File: config.mk
export PLATFORM = sky130hd
export DESIGN_NAME = accel_step_counter_top_flat
export DESIGN_NICKNAME = d
export VERILOG_FILES = /design/src/rtl/core/ascnt_pkg.sv /design/src/rtl/core/ascnt_sample_if.sv /design/src/rtl/core/ascnt_result_if.sv /design/src/rtl/core/ascnt_regs.sv /design/src/rtl/core/ascnt_sqsum.sv /design/src/rtl/core/ascnt_isqrt.sv /design/src/rtl/core/ascnt_lpf.sv /design/src/rtl/core/accel_step_counter_top.sv /design/src/flat_wrapper.sv
export SDC_FILE = /design/constraint.sdc
export NUM_CORES = 1
export LEC_CHECK = 0
export ABC_AREA = 1
export CAP_MARGIN = 15
export CORE_UTILIZATION = 35
export CTS_BUF_LIST = sky130_fd_sc_hd__clkbuf_8
export DETAILED_ROUTE_END_ITERATION = 10
export DONT_BUFFER_PORTS = 1
export SLEW_MARGIN = 20
export SYNTH_ARGS = -nofsm -noshare
export SYNTH_HDL_FRONTEND = slang
export SYNTH_HIERARCHICAL = 1
export SYNTH_SLANG_ARGS = --single-unit
File: constraint.sdc
create_clock -name clk -period 9.6 [get_ports clk]
set_clock_uncertainty 0.15 [all_clocks]
set_input_delay 1.92 -clock clk [delete_from_list [all_inputs] [get_ports clk]]
set_output_delay 1.92 -clock clk [all_outputs]
set_load 0.05 [all_outputs]
File: src/rtl/core/ascnt_pkg.sv
// ----------------------------------------------------------------------------
// Accelerometer step counter package
// Shared widths, register reset values, register indexes and the
// configuration bundle used by the step counter modules.
// ----------------------------------------------------------------------------
package ascnt_pkg;

    localparam int ACC_W   = 16;   // one acceleration axis, signed Q4.12
    localparam int TICK_W  = 32;
    localparam int COUNT_W = 32;
    localparam int MAG_W   = 16;   // magnitude, unsigned Q4.12
    localparam int SUM_W   = 32;   // sum of three squares
    localparam int FILT_W  = 24;   // filter state, Q4.20
    localparam int CFG_W   = 16;

    localparam int PADDR_W = 4;
    localparam int PDATA_W = 32;

    // Every serial unit handles one bit of a 16-bit operand or result per cycle.
    localparam int SERIAL_STEPS = 16;
    localparam int CNT_W        = $clog2(SERIAL_STEPS);
    localparam logic [CNT_W-1:0] CNT_LAST = CNT_W'(SERIAL_STEPS - 1);

    localparam logic [CFG_W-1:0] THRESHOLD_RST = 16'd4506;
    localparam logic [CFG_W-1:0] INTERVAL_RST  = 16'd200;
    localparam logic [CFG_W-1:0] GAIN_RST      = 16'd6554;

    localparam logic [1:0] REG_THRESHOLD = 2'd0;
    localparam logic [1:0] REG_INTERVAL  = 2'd1;
    localparam logic [1:0] REG_GAIN      = 2'd2;

    typedef struct packed {
        logic [CFG_W-1:0] detect_level;
        logic [CFG_W-1:0] min_step_interval;
        logic [CFG_W-1:0] filter_gain;
    } cfg_t;

endpackage

File: src/rtl/core/ascnt_sample_if.sv
// ----------------------------------------------------------------------------
// Accelerometer sample channel
// Valid/ready channel carrying one three-axis sample and its tick.
// ----------------------------------------------------------------------------
interface ascnt_sample_if;

    logic                              valid;
    logic                              ready;
    logic signed [ascnt_pkg::ACC_W-1:0] accel_x;
    logic signed [ascnt_pkg::ACC_W-1:0] accel_y;
    logic signed [ascnt_pkg::ACC_W-1:0] accel_z;
    logic [ascnt_pkg::TICK_W-1:0]       tick_now;

    modport source (
        output valid,
        output accel_x,
        output accel_y,
        output accel_z,
        output tick_now,
        input  ready
    );

    modport sink (
        input  valid,
        input  accel_x,
        input  accel_y,
        input  accel_z,
        input  tick_now,
        output ready
    );

endinterface

File: src/rtl/core/ascnt_result_if.sv
// ----------------------------------------------------------------------------
// Step counter result channel
// Valid/ready channel carrying the step total, step flag and filtered
// magnitude produced for each sample.
// ----------------------------------------------------------------------------
interface ascnt_result_if;

    logic                           valid;
    logic                           ready;
    logic [ascnt_pkg::COUNT_W-1:0]  step_total;
    logic                           step_seen;
    logic [ascnt_pkg::MAG_W-1:0]    filtered_mag;

    modport source (
        output valid,
        output step_total,
        output step_seen,
        output filtered_mag,
        input  ready
    );

    modport sink (
        input  valid,
        input  step_total,
        input  step_seen,
        input  filtered_mag,
        output ready
    );

endinterface

File: src/rtl/core/ascnt_regs.sv
// ----------------------------------------------------------------------------
// Step counter configuration registers
// APB-style register file holding threshold, interval and filter gain.
// ----------------------------------------------------------------------------
module ascnt_regs (
    input  logic                            clk,
    input  logic                            rst_n,
    input  logic                            psel,
    input  logic                            penable,
    input  logic                            pwrite,
    input  logic [ascnt_pkg::PADDR_W-1:0]   paddr,
    input  logic [ascnt_pkg::PDATA_W-1:0]   pwdata,
    output logic [ascnt_pkg::PDATA_W-1:0]   prdata,
    output logic                            pready,
    output ascnt_pkg::cfg_t                 cfg
);

    ascnt_pkg::cfg_t cfg_reg;
    ascnt_pkg::cfg_t cfg_next;
    logic [1:0]      index;
    logic            wr_en;

    assign index  = paddr[3:2];
    assign wr_en  = psel & penable & pwrite;
    assign pready = 1'b1;
    assign cfg    = cfg_reg;

    always_comb
    begin
        cfg_next = cfg_reg;
        if (wr_en)
        begin
            case (index)
                ascnt_pkg::REG_THRESHOLD:
                    cfg_next.detect_level = pwdata[ascnt_pkg::CFG_W-1:0];
                ascnt_pkg::REG_INTERVAL:
                    cfg_next.min_step_interval = pwdata[ascnt_pkg::CFG_W-1:0];
                ascnt_pkg::REG_GAIN:
                    cfg_next.filter_gain = pwdata[ascnt_pkg::CFG_W-1:0];
                default:
                    cfg_next = cfg_reg;
            endcase
        end
    end

    always_comb
    begin
        case (index)
            ascnt_pkg::REG_THRESHOLD:
                prdata = ascnt_pkg::PDATA_W'(cfg_reg.detect_level);
            ascnt_pkg::REG_INTERVAL:
                prdata = ascnt_pkg::PDATA_W'(cfg_reg.min_step_interval);
            ascnt_pkg::REG_GAIN:
                prdata = ascnt_pkg::PDATA_W'(cfg_reg.filter_gain);
            default:
                prdata = '0;
        endcase
    end

    always_ff @(posedge clk or negedge rst_n)
    begin
        if (!rst_n)
        begin
            cfg_reg.detect_level      <= ascnt_pkg::THRESHOLD_RST;
            cfg_reg.min_step_interval <= ascnt_pkg::INTERVAL_RST;
            cfg_reg.filter_gain       <= ascnt_pkg::GAIN_RST;
        end
        else
        begin
            cfg_reg <= cfg_next;
        end
    end

endmodule

File: src/rtl/core/ascnt_sqsum.sv
// ----------------------------------------------------------------------------
// Step counter sum of squares
// Three bit-serial squarers, one per axis, followed by a final add.
// ----------------------------------------------------------------------------
module ascnt_sqsum (
    input  logic                                clk,
    input  logic                                rst_n,
    input  logic                                start,
    input  logic signed [ascnt_pkg::ACC_W-1:0]  accel_x,
    input  logic signed [ascnt_pkg::ACC_W-1:0]  accel_y,
    input  logic signed [ascnt_pkg::ACC_W-1:0]  accel_z,
    output logic                                done,
    output logic [ascnt_pkg::SUM_W-1:0]         sum
);

    localparam int LANES = 3;
    localparam int W     = ascnt_pkg::ACC_W;

    function automatic logic [W-1:0] abs_val(input logic signed [W-1:0] a);
        // The most negative code maps to its unsigned magnitude.
        return a[W-1] ? W'(-a) : W'(a);
    endfunction

    logic                          busy_reg, busy_next;
    logic                          add_reg, add_next;
    logic                          done_reg, done_next;
    logic [ascnt_pkg::CNT_W-1:0]   cnt_reg, cnt_next;
    logic [W-1:0]                  mcand_reg [LANES];
    logic [W-1:0]                  mcand_next [LANES];
    logic [W-1:0]                  mplier_reg [LANES];
    logic [W-1:0]                  mplier_next [LANES];
    logic [2*W-1:0]                prod_reg [LANES];
    logic [2*W-1:0]                prod_next [LANES];
    logic [ascnt_pkg::SUM_W-1:0]   sum_reg, sum_next;
    logic signed [W-1:0]           axis [LANES];

    assign axis[0] = accel_x;
    assign axis[1] = accel_y;
    assign axis[2] = accel_z;
    assign done    = done_reg;
    assign sum     = sum_reg;

    always_comb
    begin
        logic [W:0] partial;
        partial   = '0;
        busy_next = busy_reg;
        add_next  = 1'b0;
        done_next = 1'b0;
        cnt_next  = cnt_reg;
        sum_next  = sum_reg;
        for (int i = 0; i < LANES; i++)
        begin
            mcand_next[i]  = mcand_reg[i];
            mplier_next[i] = mplier_reg[i];
            prod_next[i]   = prod_reg[i];
        end
        if (start)
        begin
            busy_next = 1'b1;
            cnt_next  = '0;
            for (int i = 0; i < LANES; i++)
            begin
                mcand_next[i]  = abs_val(axis[i]);
                mplier_next[i] = abs_val(axis[i]);
                prod_next[i]   = '0;
            end
        end
        else if (busy_reg)
        begin
            // Shift-right multiply: add the multiplicand into the upper half
            // when the current multiplier bit is set, then shift one place.
            for (int i = 0; i < LANES; i++)
            begin
                partial = {1'b0, prod_reg[i][2*W-1:W]}
                        + (mplier_reg[i][0] ? {1'b0, mcand_reg[i]} : '0);
                prod_next[i]   = {partial, prod_reg[i][W-1:1]};
                mplier_next[i] = mplier_reg[i] >> 1;
            end
            cnt_next = cnt_reg + 1'b1;
            if (cnt_reg == ascnt_pkg::CNT_LAST)
            begin
                busy_next = 1'b0;
                add_next  = 1'b1;
            end
        end
        if (add_reg)
        begin
            sum_next  = prod_reg[0] + prod_reg[1] + prod_reg[2];
            done_next = 1'b1;
        end
    end

    always_ff @(posedge clk or negedge rst_n)
    begin
        if (!rst_n)
        begin
            busy_reg <= 1'b0;
            add_reg  <= 1'b0;
            done_reg <= 1'b0;
            cnt_reg  <= '0;
        end
        else
        begin
            busy_reg <= busy_next;
            add_reg  <= add_next;
            done_reg <= done_next;
            cnt_reg  <= cnt_next;
        end
    end

    always_ff @(posedge clk)
    begin
        mcand_reg  <= mcand_next;
        mplier_reg <= mplier_next;
        prod_reg   <= prod_next;
        sum_reg    <= sum_next;
    end

endmodule

File: src/rtl/core/ascnt_isqrt.sv
// ----------------------------------------------------------------------------
// Step counter square root
// Restoring integer square root, two radicand bits and one root bit a cycle.
// ----------------------------------------------------------------------------
module ascnt_isqrt (
    input  logic                          clk,
    input  logic                          rst_n,
    input  logic                          start,
    input  logic [ascnt_pkg::SUM_W-1:0]   value,
    output logic                          done,
    output logic [ascnt_pkg::MAG_W-1:0]   root
);

    localparam int RW  = ascnt_pkg::MAG_W;
    localparam int RMW = RW + 1;    // remainder never exceeds twice the root
    localparam int TW  = RW + 3;    // shifted remainder and trial value

    logic                          busy_reg, busy_next;
    logic                          done_reg, done_next;
    logic [ascnt_pkg::CNT_W-1:0]   cnt_reg, cnt_next;
    logic [ascnt_pkg::SUM_W-1:0]   val_reg, val_next;
    logic [RMW-1:0]                rem_reg, rem_next;
    logic [RW-1:0]                 root_reg, root_next;
    logic [TW-1:0]                 rem_sh;
    logic [TW-1:0]                 trial;
    logic [TW-1:0]                 diff;

    assign rem_sh = {rem_reg, val_reg[ascnt_pkg::SUM_W-1 -: 2]};
    assign trial  = {1'b0, root_reg, 2'b01};
    assign diff   = rem_sh - trial;
    assign done   = done_reg;
    assign root   = root_reg;

    always_comb
    begin
        busy_next = busy_reg;
        done_next = 1'b0;
        cnt_next  = cnt_reg;
        val_next  = val_reg;
        rem_next  = rem_reg;
        root_next = root_reg;
        if (start)
        begin
            busy_next = 1'b1;
            cnt_next  = '0;
            val_next  = value;
            rem_next  = '0;
            root_next = '0;
        end
        else if (busy_reg)
        begin
            val_next = {val_reg[ascnt_pkg::SUM_W-3:0], 2'b00};
            if (rem_sh >= trial)
            begin
                rem_next  = diff[RMW-1:0];
                root_next = {root_reg[RW-2:0], 1'b1};
            end
            else
            begin
                rem_next  = rem_sh[RMW-1:0];
                root_next = {root_reg[RW-2:0], 1'b0};
            end
            cnt_next = cnt_reg + 1'b1;
            if (cnt_reg == ascnt_pkg::CNT_LAST)
            begin
                busy_next = 1'b0;
                done_next = 1'b1;
            end
        end
    end

    always_ff @(posedge clk or negedge rst_n)
    begin
        if (!rst_n)
        begin
            busy_reg <= 1'b0;
            done_reg <= 1'b0;
            cnt_reg  <= '0;
        end
        else
        begin
            busy_reg <= busy_next;
            done_reg <= done_next;
            cnt_reg  <= cnt_next;
        end
    end

    always_ff @(posedge clk)
    begin
        val_reg  <= val_next;
        rem_reg  <= rem_next;
        root_reg <= root_next;
    end

endmodule

File: src/rtl/core/ascnt_lpf.sv
// ----------------------------------------------------------------------------
// Step counter low-pass filter
// Holds the Q4.20 filter state and moves it toward the new magnitude by
// gain/65536 of the difference, using a bit-serial signed multiply.
// ----------------------------------------------------------------------------
module ascnt_lpf (
    input  logic                          clk,
    input  logic                          rst_n,
    input  logic                          start,
    input  logic [ascnt_pkg::MAG_W-1:0]   mag,
    input  logic [ascnt_pkg::CFG_W-1:0]   gain,
    output logic                          done,
    output logic [ascnt_pkg::FILT_W-1:0]  filt
);

    localparam int FW = ascnt_pkg::FILT_W;
    localparam int DW = FW + 1;     // signed difference of two Q4.20 values
    localparam int AW = FW + 2;     // accumulator plus one addend

    logic                          busy_reg, busy_next;
    logic                          fin_reg, fin_next;
    logic                          done_reg, done_next;
    logic [ascnt_pkg::CNT_W-1:0]   cnt_reg, cnt_next;
    logic [ascnt_pkg::CFG_W-1:0]   gain_reg, gain_next;
    logic signed [DW-1:0]          diff_reg, diff_next;
    logic signed [AW-1:0]          acc_reg, acc_next;
    logic [FW-1:0]                 filt_reg, filt_next;
    logic signed [AW-1:0]          addend;
    logic signed [AW-1:0]          acc_sum;

    assign addend  = gain_reg[0] ? $signed({diff_reg[DW-1], diff_reg}) : '0;
    assign acc_sum = acc_reg + addend;
    assign done    = done_reg;
    assign filt    = filt_reg;

    always_comb
    begin
        busy_next = busy_reg;
        fin_next  = 1'b0;
        done_next = 1'b0;
        cnt_next  = cnt_reg;
        gain_next = gain_reg;
        diff_next = diff_reg;
        acc_next  = acc_reg;
        filt_next = filt_reg;
        if (start)
        begin
            busy_next = 1'b1;
            cnt_next  = '0;
            gain_next = gain;
            diff_next = $signed({1'b0, mag, 8'b0}) - $signed({1'b0, filt_reg});
            acc_next  = '0;
        end
        else if (busy_reg)
        begin
            // The arithmetic shift each step floors, so after all gain bits
            // the accumulator holds floor(gain * diff / 65536).
            acc_next  = acc_sum >>> 1;
            gain_next = gain_reg >> 1;
            cnt_next  = cnt_reg + 1'b1;
            if (cnt_reg == ascnt_pkg::CNT_LAST)
            begin
                busy_next = 1'b0;
                fin_next  = 1'b1;
            end
        end
        if (fin_reg)
        begin
            filt_next = filt_reg + acc_reg[FW-1:0];
            done_next = 1'b1;
        end
    end

    always_ff @(posedge clk or negedge rst_n)
    begin
        if (!rst_n)
        begin
            busy_reg <= 1'b0;
            fin_reg  <= 1'b0;
            done_reg <= 1'b0;
            cnt_reg  <= '0;
            filt_reg <= '0;
        end
        else
        begin
            busy_reg <= busy_next;
            fin_reg  <= fin_next;
            done_reg <= done_next;
            cnt_reg  <= cnt_next;
            filt_reg <= filt_next;
        end
    end

    always_ff @(posedge clk)
    begin
        gain_reg <= gain_next;
        diff_reg <= diff_next;
        acc_reg  <= acc_next;
    end

endmodule

File: src/rtl/core/accel_step_counter_top.sv
// ----------------------------------------------------------------------------
// Accelerometer step counter
// Magnitude, low-pass filter and step detection for three-axis samples.
// ----------------------------------------------------------------------------
// Each accepted sample produces exactly one result, which is loaded into the
// output register once step detection is done; the next sample can be taken
// in the cycle after that, and no new sample is taken before then.
// The time to a result is set by three bit-serial units that run one after the other,
// each stepping through 16 bits: the three axis squarers with their final add,
// the square root and the filter multiply, followed by step detection, which
// moves to ST_FIN and then loads the result. The block handles one sample at a
// time and is ready for the next as soon as its result sits in the output
// register, even if that result has not been taken yet; a result still
// waiting there holds back the one behind it.
// Configuration registers (threshold at 0x0, minimum interval at 0x4, filter
// gain at 0x8) should be written only while no sample is in flight.
module accel_step_counter_top (
    input  logic                            clk,
    input  logic                            rst_n,
    ascnt_sample_if.sink                    accel,
    ascnt_result_if.source                  report,
    input  logic                            psel,
    input  logic                            penable,
    input  logic                            pwrite,
    input  logic [ascnt_pkg::PADDR_W-1:0]   paddr,
    input  logic [ascnt_pkg::PDATA_W-1:0]   pwdata,
    output logic [ascnt_pkg::PDATA_W-1:0]   prdata,
    output logic                            pready
);

    localparam logic [1:0] ST_IDLE = 2'd0;
    localparam logic [1:0] ST_BUSY = 2'd1;
    localparam logic [1:0] ST_FIN  = 2'd2;

    ascnt_pkg::cfg_t                  cfg;
    logic [1:0]                       state_reg, state_next;
    logic [ascnt_pkg::TICK_W-1:0]     tick_reg, tick_next;
    logic [ascnt_pkg::TICK_W-1:0]     last_time_reg, last_time_next;
    logic [ascnt_pkg::COUNT_W-1:0]    count_reg, count_next;
    logic                             out_valid_reg, out_valid_next;
    logic [ascnt_pkg::COUNT_W-1:0]    total_reg, total_next;
    logic                             seen_reg, seen_next;
    logic [ascnt_pkg::MAG_W-1:0]      fmag_reg, fmag_next;

    logic                             accept;
    logic                             sq_done;
    logic [ascnt_pkg::SUM_W-1:0]      sq_sum;
    logic                             rt_done;
    logic [ascnt_pkg::MAG_W-1:0]      rt_root;
    logic                             lp_done;
    logic [ascnt_pkg::FILT_W-1:0]     lp_filt;
    logic [ascnt_pkg::TICK_W-1:0]     gap;
    logic                             over;
    logic                             hit;
    logic                             emit;

    ascnt_regs u_regs (
        .clk     (clk),
        .rst_n   (rst_n),
        .psel    (psel),
        .penable (penable),
        .pwrite  (pwrite),
        .paddr   (paddr),
        .pwdata  (pwdata),
        .prdata  (prdata),
        .pready  (pready),
        .cfg     (cfg)
    );

    ascnt_sqsum u_sqsum (
        .clk     (clk),
        .rst_n   (rst_n),
        .start   (accept),
        .accel_x (accel.accel_x),
        .accel_y (accel.accel_y),
        .accel_z (accel.accel_z),
        .done    (sq_done),
        .sum     (sq_sum)
    );

    ascnt_isqrt u_isqrt (
        .clk   (clk),
        .rst_n (rst_n),
        .start (sq_done),
        .value (sq_sum),
        .done  (rt_done),
        .root  (rt_root)
    );

    ascnt_lpf u_lpf (
        .clk   (clk),
        .rst_n (rst_n),
        .start (rt_done),
        .mag   (rt_root),
        .gain  (cfg.filter_gain),
        .done  (lp_done),
        .filt  (lp_filt)
    );

    assign accel.ready = (state_reg == ST_IDLE);
    assign accept      = accel.valid & accel.ready;

    assign report.valid        = out_valid_reg;
    assign report.step_total   = total_reg;
    assign report.step_seen    = seen_reg;
    assign report.filtered_mag = fmag_reg;

    // The threshold is compared at full filter precision, not on the output.
    assign over = lp_filt > {cfg.detect_level, 8'b0};
    assign gap  = tick_reg - last_time_reg;
    assign hit  = over && (gap > ascnt_pkg::TICK_W'(cfg.min_step_interval));
    assign emit = (state_reg == ST_FIN) && (!out_valid_reg || report.ready);

    always_comb
    begin
        state_next     = state_reg;
        tick_next      = tick_reg;
        last_time_next = last_time_reg;
        count_next     = count_reg;
        out_valid_next = out_valid_reg;
        total_next     = total_reg;
        seen_next      = seen_reg;
        fmag_next      = fmag_reg;

        if (out_valid_reg && report.ready)
        begin
            out_valid_next = 1'b0;
        end

        case (state_reg)
            ST_IDLE:
            begin
                if (accept)
                begin
                    tick_next  = accel.tick_now;
                    state_next = ST_BUSY;
                end
            end
            ST_BUSY:
            begin
                if (lp_done)
                begin
                    state_next = ST_FIN;
                end
            end
            ST_FIN:
            begin
                if (emit)
                begin
                    if (hit)
                    begin
                        count_next     = count_reg + 1'b1;
                        last_time_next = tick_reg;
                        total_next     = count_reg + 1'b1;
                    end
                    else
                    begin
                        total_next = count_reg;
                    end
                    seen_next      = hit;
                    fmag_next      = lp_filt[ascnt_pkg::FILT_W-1 -: ascnt_pkg::MAG_W];
                    out_valid_next = 1'b1;
                    state_next     = ST_IDLE;
                end
            end
            default:
            begin
                state_next = ST_IDLE;
            end
        endcase
    end

    always_ff @(posedge clk or negedge rst_n)
    begin
        if (!rst_n)
        begin
            state_reg     <= ST_IDLE;
            last_time_reg <= '0;
            count_reg     <= '0;
            out_valid_reg <= 1'b0;
        end
        else
        begin
            state_reg     <= state_next;
            last_time_reg <= last_time_next;
            count_reg     <= count_next;
            out_valid_reg <= out_valid_next;
        end
    end

    always_ff @(posedge clk)
    begin
        tick_reg  <= tick_next;
        total_reg <= total_next;
        seen_reg  <= seen_next;
        fmag_reg  <= fmag_next;
    end

endmodule

File: src/flat_wrapper.sv
// flat-port wrapper written by rule: the top's interface ports become plain ports
module accel_step_counter_top_flat 
  (clk, rst_n, psel, penable, pwrite, paddr, pwdata, prdata, pready, accel_valid, accel_accel_x, accel_accel_y, accel_accel_z, accel_tick_now, accel_ready, report_valid, report_step_total, report_step_seen, report_filtered_mag, report_ready);
  ascnt_sample_if accel_i ();
  ascnt_result_if report_i ();
  input  logic clk;
  input  logic rst_n;
  input  logic psel;
  input  logic penable;
  input  logic pwrite;
  input  logic [ascnt_pkg::PADDR_W-1:0] paddr;
  input  logic [ascnt_pkg::PDATA_W-1:0] pwdata;
  output logic [ascnt_pkg::PDATA_W-1:0] prdata;
  output logic pready;
  input wire logic [$bits(accel_i.valid)-1:0] accel_valid;
  input wire logic [$bits(accel_i.accel_x)-1:0] accel_accel_x;
  input wire logic [$bits(accel_i.accel_y)-1:0] accel_accel_y;
  input wire logic [$bits(accel_i.accel_z)-1:0] accel_accel_z;
  input wire logic [$bits(accel_i.tick_now)-1:0] accel_tick_now;
  output wire logic [$bits(accel_i.ready)-1:0] accel_ready;
  output wire logic [$bits(report_i.valid)-1:0] report_valid;
  output wire logic [$bits(report_i.step_total)-1:0] report_step_total;
  output wire logic [$bits(report_i.step_seen)-1:0] report_step_seen;
  output wire logic [$bits(report_i.filtered_mag)-1:0] report_filtered_mag;
  input wire logic [$bits(report_i.ready)-1:0] report_ready;
  assign accel_i.valid = accel_valid;
  assign accel_i.accel_x = accel_accel_x;
  assign accel_i.accel_y = accel_accel_y;
  assign accel_i.accel_z = accel_accel_z;
  assign accel_i.tick_now = accel_tick_now;
  assign accel_ready = accel_i.ready;
  assign report_valid = report_i.valid;
  assign report_step_total = report_i.step_total;
  assign report_step_seen = report_i.step_seen;
  assign report_filtered_mag = report_i.filtered_mag;
  assign report_i.ready = report_ready;
  accel_step_counter_top u_core (.clk(clk), .rst_n(rst_n), .accel(accel_i), .report(report_i), .psel(psel), .penable(penable), .pwrite(pwrite), .paddr(paddr), .pwdata(pwdata), .prdata(prdata), .pready(pready));
endmodule
* After elaboration in Yosys (flattened, before gate mapping)
Index checks and enable logic that the tools add are counted.
Storage, ports and cells: bits in registers 595, word-level logic and storage cells 139
Cells by class: add/subtract/negate cells 17, magnitude comparators 3, eq/ne operators 10, mux-type cells 50, bitwise logic cells 3, reduce and logical (&&, ||, !) cells 17
Operators with widths (number):
- $mux W16 | 8
- $mux W32 | 3
- $mux W48 | 2
- $add A32 B32 Y32 | 2
- $add A16 B16 Y17 | 3
- $neg A16 Y16 | 3
- $pmux W16 S3 | 1
- $add A32 B1 Y32 const B | 1
- $gt A32 B16 Y1 | 1
- $sub A32 B32 Y32 | 1
- $add A25 B26 Y26 | 1
- $mux W26 | 1
- $sub A24 B24 Y25 | 1
- $add A24 B24 Y24 | 1
- $gt A24 B24 Y1 | 1
- $mux W1 | 24
- $mux W4 | 6
- $ge A19 B18 Y1 | 1
- $mux W17 | 1
- $sub A17 B17 Y17 | 1
- $add A4 B1 Y4 const B | 3
- $eq A4 B4 Y1 const B | 3
- $reduce_and A2 Y1 | 5
- $mux W2 | 3
- other kinds (12) | 23

* Longest topological paths before layout
word-level depth 5, gate-level depth with buffers 28

* Hierarchy
The synthesis kept the hierarchy.
By module, submodules not included:
- ascnt_sqsum | times used 1, cells each 2076, area each 15067.0 µm², sequential area each 5940.7 µm²
- accel_step_counter_top | times used 1, cells each 1302, area each 9654.3 µm², sequential area each 4108.9 µm²
- ascnt_lpf | times used 1, cells each 1230, area each 8111.5 µm², sequential area each 2507.4 µm²
- ascnt_isqrt | times used 1, cells each 547, area each 3993.8 µm², sequential area each 1771.7 µm²
- ascnt_regs | times used 1, cells each 302, area each 2426.1 µm², sequential area each 1221.2 µm²

* Worst setup path after synthesis
No wires, ideal clock.
path type in2reg, start point input port accel_valid, end point register u_core/u_sqsum/mplier_reg[0] (netlist name), enable pin, setup time 431 ps, arrival time 7672 ps, required time 9019 ps, path slack 1347 ps, stages on the path 5, buffers on the path 1, cells stage by stage inv_1 -> nor2_1 -> inv_2 -> nand2_1 -> buf_1
On the way: word-level cells in the longest chain between the ends 2
RTL lines:
- from (decl) | RTL line flat_wrapper.sv:15 | input wire logic [$bits(accel_i.valid)-1:0] accel_valid;
- $and A1 B1 Y1 | RTL line accel_step_counter_top.sv:101 | assign accept = accel.valid & accel.ready;
- named net u_core.accept | RTL line accel_step_counter_top.sv:45 | logic accept;
- $reduce_bool A2 Y1 (no source line)
- to (signal assigned) | RTL line ascnt_sqsum.sv:115 | mplier_reg <= mplier_next;
- to (decl) | RTL line ascnt_sqsum.sv:30 | logic [W-1:0] mplier_reg [LANES];
The timed path passes the listed nets, and every way through them passes these cells. A chain may end at the register's enable or synchronous reset.

* Final worst setup path
start point register u_core/tick_reg[0] (netlist name), end point register u_core/last_time_reg[31] (netlist name)
On the way: word-level cells in the longest chain between the ends 4
RTL lines:
- from (decl) | RTL line accel_step_counter_top.sv:37 | logic [ascnt_pkg::TICK_W-1:0] tick_reg, tick_next;
- from (signal assigned) | RTL line accel_step_counter_top.sv:193 | tick_reg <= tick_next;
- $sub A32 B32 Y32 | RTL line accel_step_counter_top.sv:110 | assign gap = tick_reg - last_time_reg;
- $gt A32 B16 Y1 | RTL line accel_step_counter_top.sv:111 | assign hit = over && (gap > ascnt_pkg::TICK_W'(cfg.min_step_interval));
- $logic_and A1 B1 Y1 | RTL line accel_step_counter_top.sv:111
- $reduce_and A3 Y1 (no source line)
- to (signal assigned) | RTL line accel_step_counter_top.sv:185 | last_time_reg <= last_time_next;
- to (decl) | RTL line accel_step_counter_top.sv:38 | logic [ascnt_pkg::TICK_W-1:0] last_time_reg, last_time_next;
Every way passes these cells.

==> run_results.csv <==
group,metric,value,unit
timing,fmax,181,MHz
routing,wl_met1,46.5,mm
pwr,power.density,298,nW/um^2
finish,largest_reg_flops,96,
pwr,power.leakage,22.1,nW
routing,wl_met3,5.79,mm
routing,first_iter_violations,2189,
routing,vias,33200,
synthesis,synth_edf_count,282,
routing,top_layer_used,"met4",
clock_network,clock_latency,0.72,ns
critical_path,rr_worst_depth,28,
critical_path,arrival,5.98,ns
routing,wl_met2,48.9,mm
synthesis,yosys_warnings,6,
placement,gp_congestion,0.938,
routing,wl,104,mm
timing,post-route-period-util,57.4,%
grt,overflow,0,
floorplanning,die_h,337,microns
finish,drive_above_1_share,5.49,%
timing,period_needed,5.51,ns
critical_path,end_kind,"flip-flop",
grt,grt_pass1_wl,165,mm
routing,wl_per_cell,14.8,microns
finish,layout.nets,5854,
synthesis,ys_ff_latch,595,
grt,grt_pass1_vias,31400,
finish,fin_area,42900,sq um
synthesis,avgSynthCellArea,7.19,sq um
timing,finalSetupViolCount,0,
min_path,hold_depth,1,
synthesis,seq_area_frac_synth,39.6,%
timing,setup_tns,0,ns
clock_network,cts_resized,0,
floorplanning,dieArea,113000,sq um
critical_path,crit_type,"reg2reg",
placement,dpl.hpwl,79.9,mm
routing,postRouteAntennaNets,0,
grt,grt_max_degree,160,
pwr,ir_worst_vdd,170,uV
clock_network,numCtsBuffers,103,
clock_network,cts_setup_buffers,0,
timing,setup_ws,4.09,ns
floorplanning,core,111000,sq um
clock_network,cts_buffer_depth,3,
clock_network,cts_tree,"done",
critical_path,critPathLaunchType,"flip-flop",
finish,area_growth,9.28,%
synthesis,async_reset_ff_share,26.7,%
critical_path,cpPeakStageDelay,0.63,ns
critical_path,cp_max_fo,68,
timing,holdWs,0.311,ns
pwr,p_int,7.04,mW
clock_network,root_buffer,"clkbuf_8",
placement,pre_cts_ws,3.60,ns
finish,most-common-layout-cells,"2038 x nand2_1, 900 x inv_1, 412 x nor2_1, 307 x nand3_1, 282 x edfxtp_1",
timing,rsz0062_at_grt,"no",
grt,grt_usage,18.2,%
critical_path,critPathSlowestCell,"nand2_2",
clock_network,clkTransAtPathRegs,0.06,ns
routing,drcViolationCount,0,
routing,viasPerCell,4.71,
routing,firstDrtPassIters,5,
outcome,status,"finished clean",
min_path,hold_path.class,"reg2reg",
pwr,pwr-share-comb,48.2,%
floorplanning,rows,122,
timing,worst_pin_slew,0.988,ns
pwr,p_sw,5.77,mW
placement,io_buffers,0,
timing,drv_slew,0,
synthesis,ys_types,62,
job,cap_violations,0,
pwr,power_frac_seq,31.9,%
floorplanning,start_util,35.4,%
clock_network,htreeDepth,3,
synthesis,synth_ff_type,"edfxtp_1",
grt,grt_antenna_before_repair,5,
pwr,p_clk_share,19.9,%
placement,dpl_cell_area,40600,sq um
floorplanning,pin_count,207,
finish,layout_commonest_cell,"nand2_1",
synthesis,syn_area,39300,sq um
floorplanning,die_w,337,microns
timing,relSlewSlack,33.9,%
synthesis,netlist_instances,5457,
clock_network,cts_num_sinks,595,
clock_network,hold_buffers,0,
critical_path,required,10.07,ns
pwr,power_switching_share,45.0,%
timing,report.final.hold_viol_count,0,
critical_path,cp_common_cell,"nand2_1",
per-layer routing:
| layer | track usage, % | vias to the layer above |
|---|---|---|
| li1 | - | 17200 |
| met4 | 6.03 | 0 |
| met3 | 3.96 | 185 |
| met1 | 22.7 | 15100 |
| met5 | 0 | - |
| met2 | 30.9 | 690 |
cells in the mapped netlist, drive strengths merged (20+ instances only):
cell    instances  area, sq um
dfxtp         154         3080
ha            230         2880
fa             38          761
nor2          438         1750
edfxtp        282         8470
nor3           58          328
dfrtp         143         3580
buf            71          472
o22ai          65          407
nand2        2078         7930
inv           876         3290
or2            20          125
o21ai         159          822
xor2          106          928
clkbuf         59          229
a21oi         162          818
nand4          58          363
nand3         319         1660
xnor2          30          263
per-stage QoR:
stage / power [mW] / cells / utilization [%]
finish: 12.8 / 7043 / 38.7
global route: 14.0 / 7043 / 38.7
CTS: 12.9 / 7041 / 38.6
detailed placement: 10.3 / 6846 / 36.6
global placement: 10.2 / 6846 / 36.6
floorplan: 8.76 / 5472 / -
final cells by class:
cell class,count,area (sq um)
clock buffer,118,1620
inverter,878,3300
timing repair buffer,16,120
fill,11700,68100
multi-input combinational,3869,19800
sequential,595,15600
antenna,2,5.00
clock inverter,77,643
tap,1488,1860
power groups by stage:
stage | registers, mW | clock network (mW) | logic (mW)
after floorplan | 3.92 | 0 | 4.84
after global placement | 4.13 | 0 | 6.06
after detailed placement | 4.14 | 0 | 6.13
after CTS | 4.10 | 2.62 | 6.17
after global routing | 4.15 | 2.73 | 7.10
final | 4.09 | 2.54 | 6.17
final timing paths:
path / start / end / slack, ns
setup / recovery: u_core/tick_reg[0]$_DFFE_PP_ / u_core/last_time_reg[31]$_DFFE_PN0P_ / 4.09
setup reg to reg: u_core/tick_reg[0]$_DFFE_PP_ / u_core/last_time_reg[31]$_DFFE_PN0P_ / 4.09
max in group asynchronous: rst_n / u_core/u_regs/cfg[1]$_DFFE_PN1P_ / 8.10
min in group asynchronous: rst_n / u_core/u_lpf/filt[23]$_DFFE_PN0P_ / 0.75
hold reg to reg: u_core/u_sqsum/cnt_reg[3]$_DFFE_PN0P_ / u_core/u_sqsum/cnt_reg[3]$_DFFE_PN0P_ / 0.31
hold / removal: u_core/u_sqsum/cnt_reg[3]$_DFFE_PN0P_ / u_core/u_sqsum/cnt_reg[3]$_DFFE_PN0P_ / 0.31
critical path, delay by kind of cell, from the launching register on:
| family | cells | cell delay (ns) |
|---|---|---|
| xor+xnor | 1 | 0.10 |
| fa+ha+maj | 3 | 0.93 |
| buf+inv | 4 | 0.92 |
| flops | 1 | 0.34 |
| simple gates | 20 | 2.91 |
logic make-up (layout without fill, tap and decap cells):
logic type	Yosys count	in the layout	synth area share [%]
compound gates	429	429	6.08
simple gates	3019	3019	31.8
buf+inv	1008	1089	10.2
flops	595	595	39.6
fa+ha+maj	268	268	9.27
xor+xnor	136	136	3.03
other cells	2	19	0.0191
No activity file was read; power rests on OpenSTA's default activity.
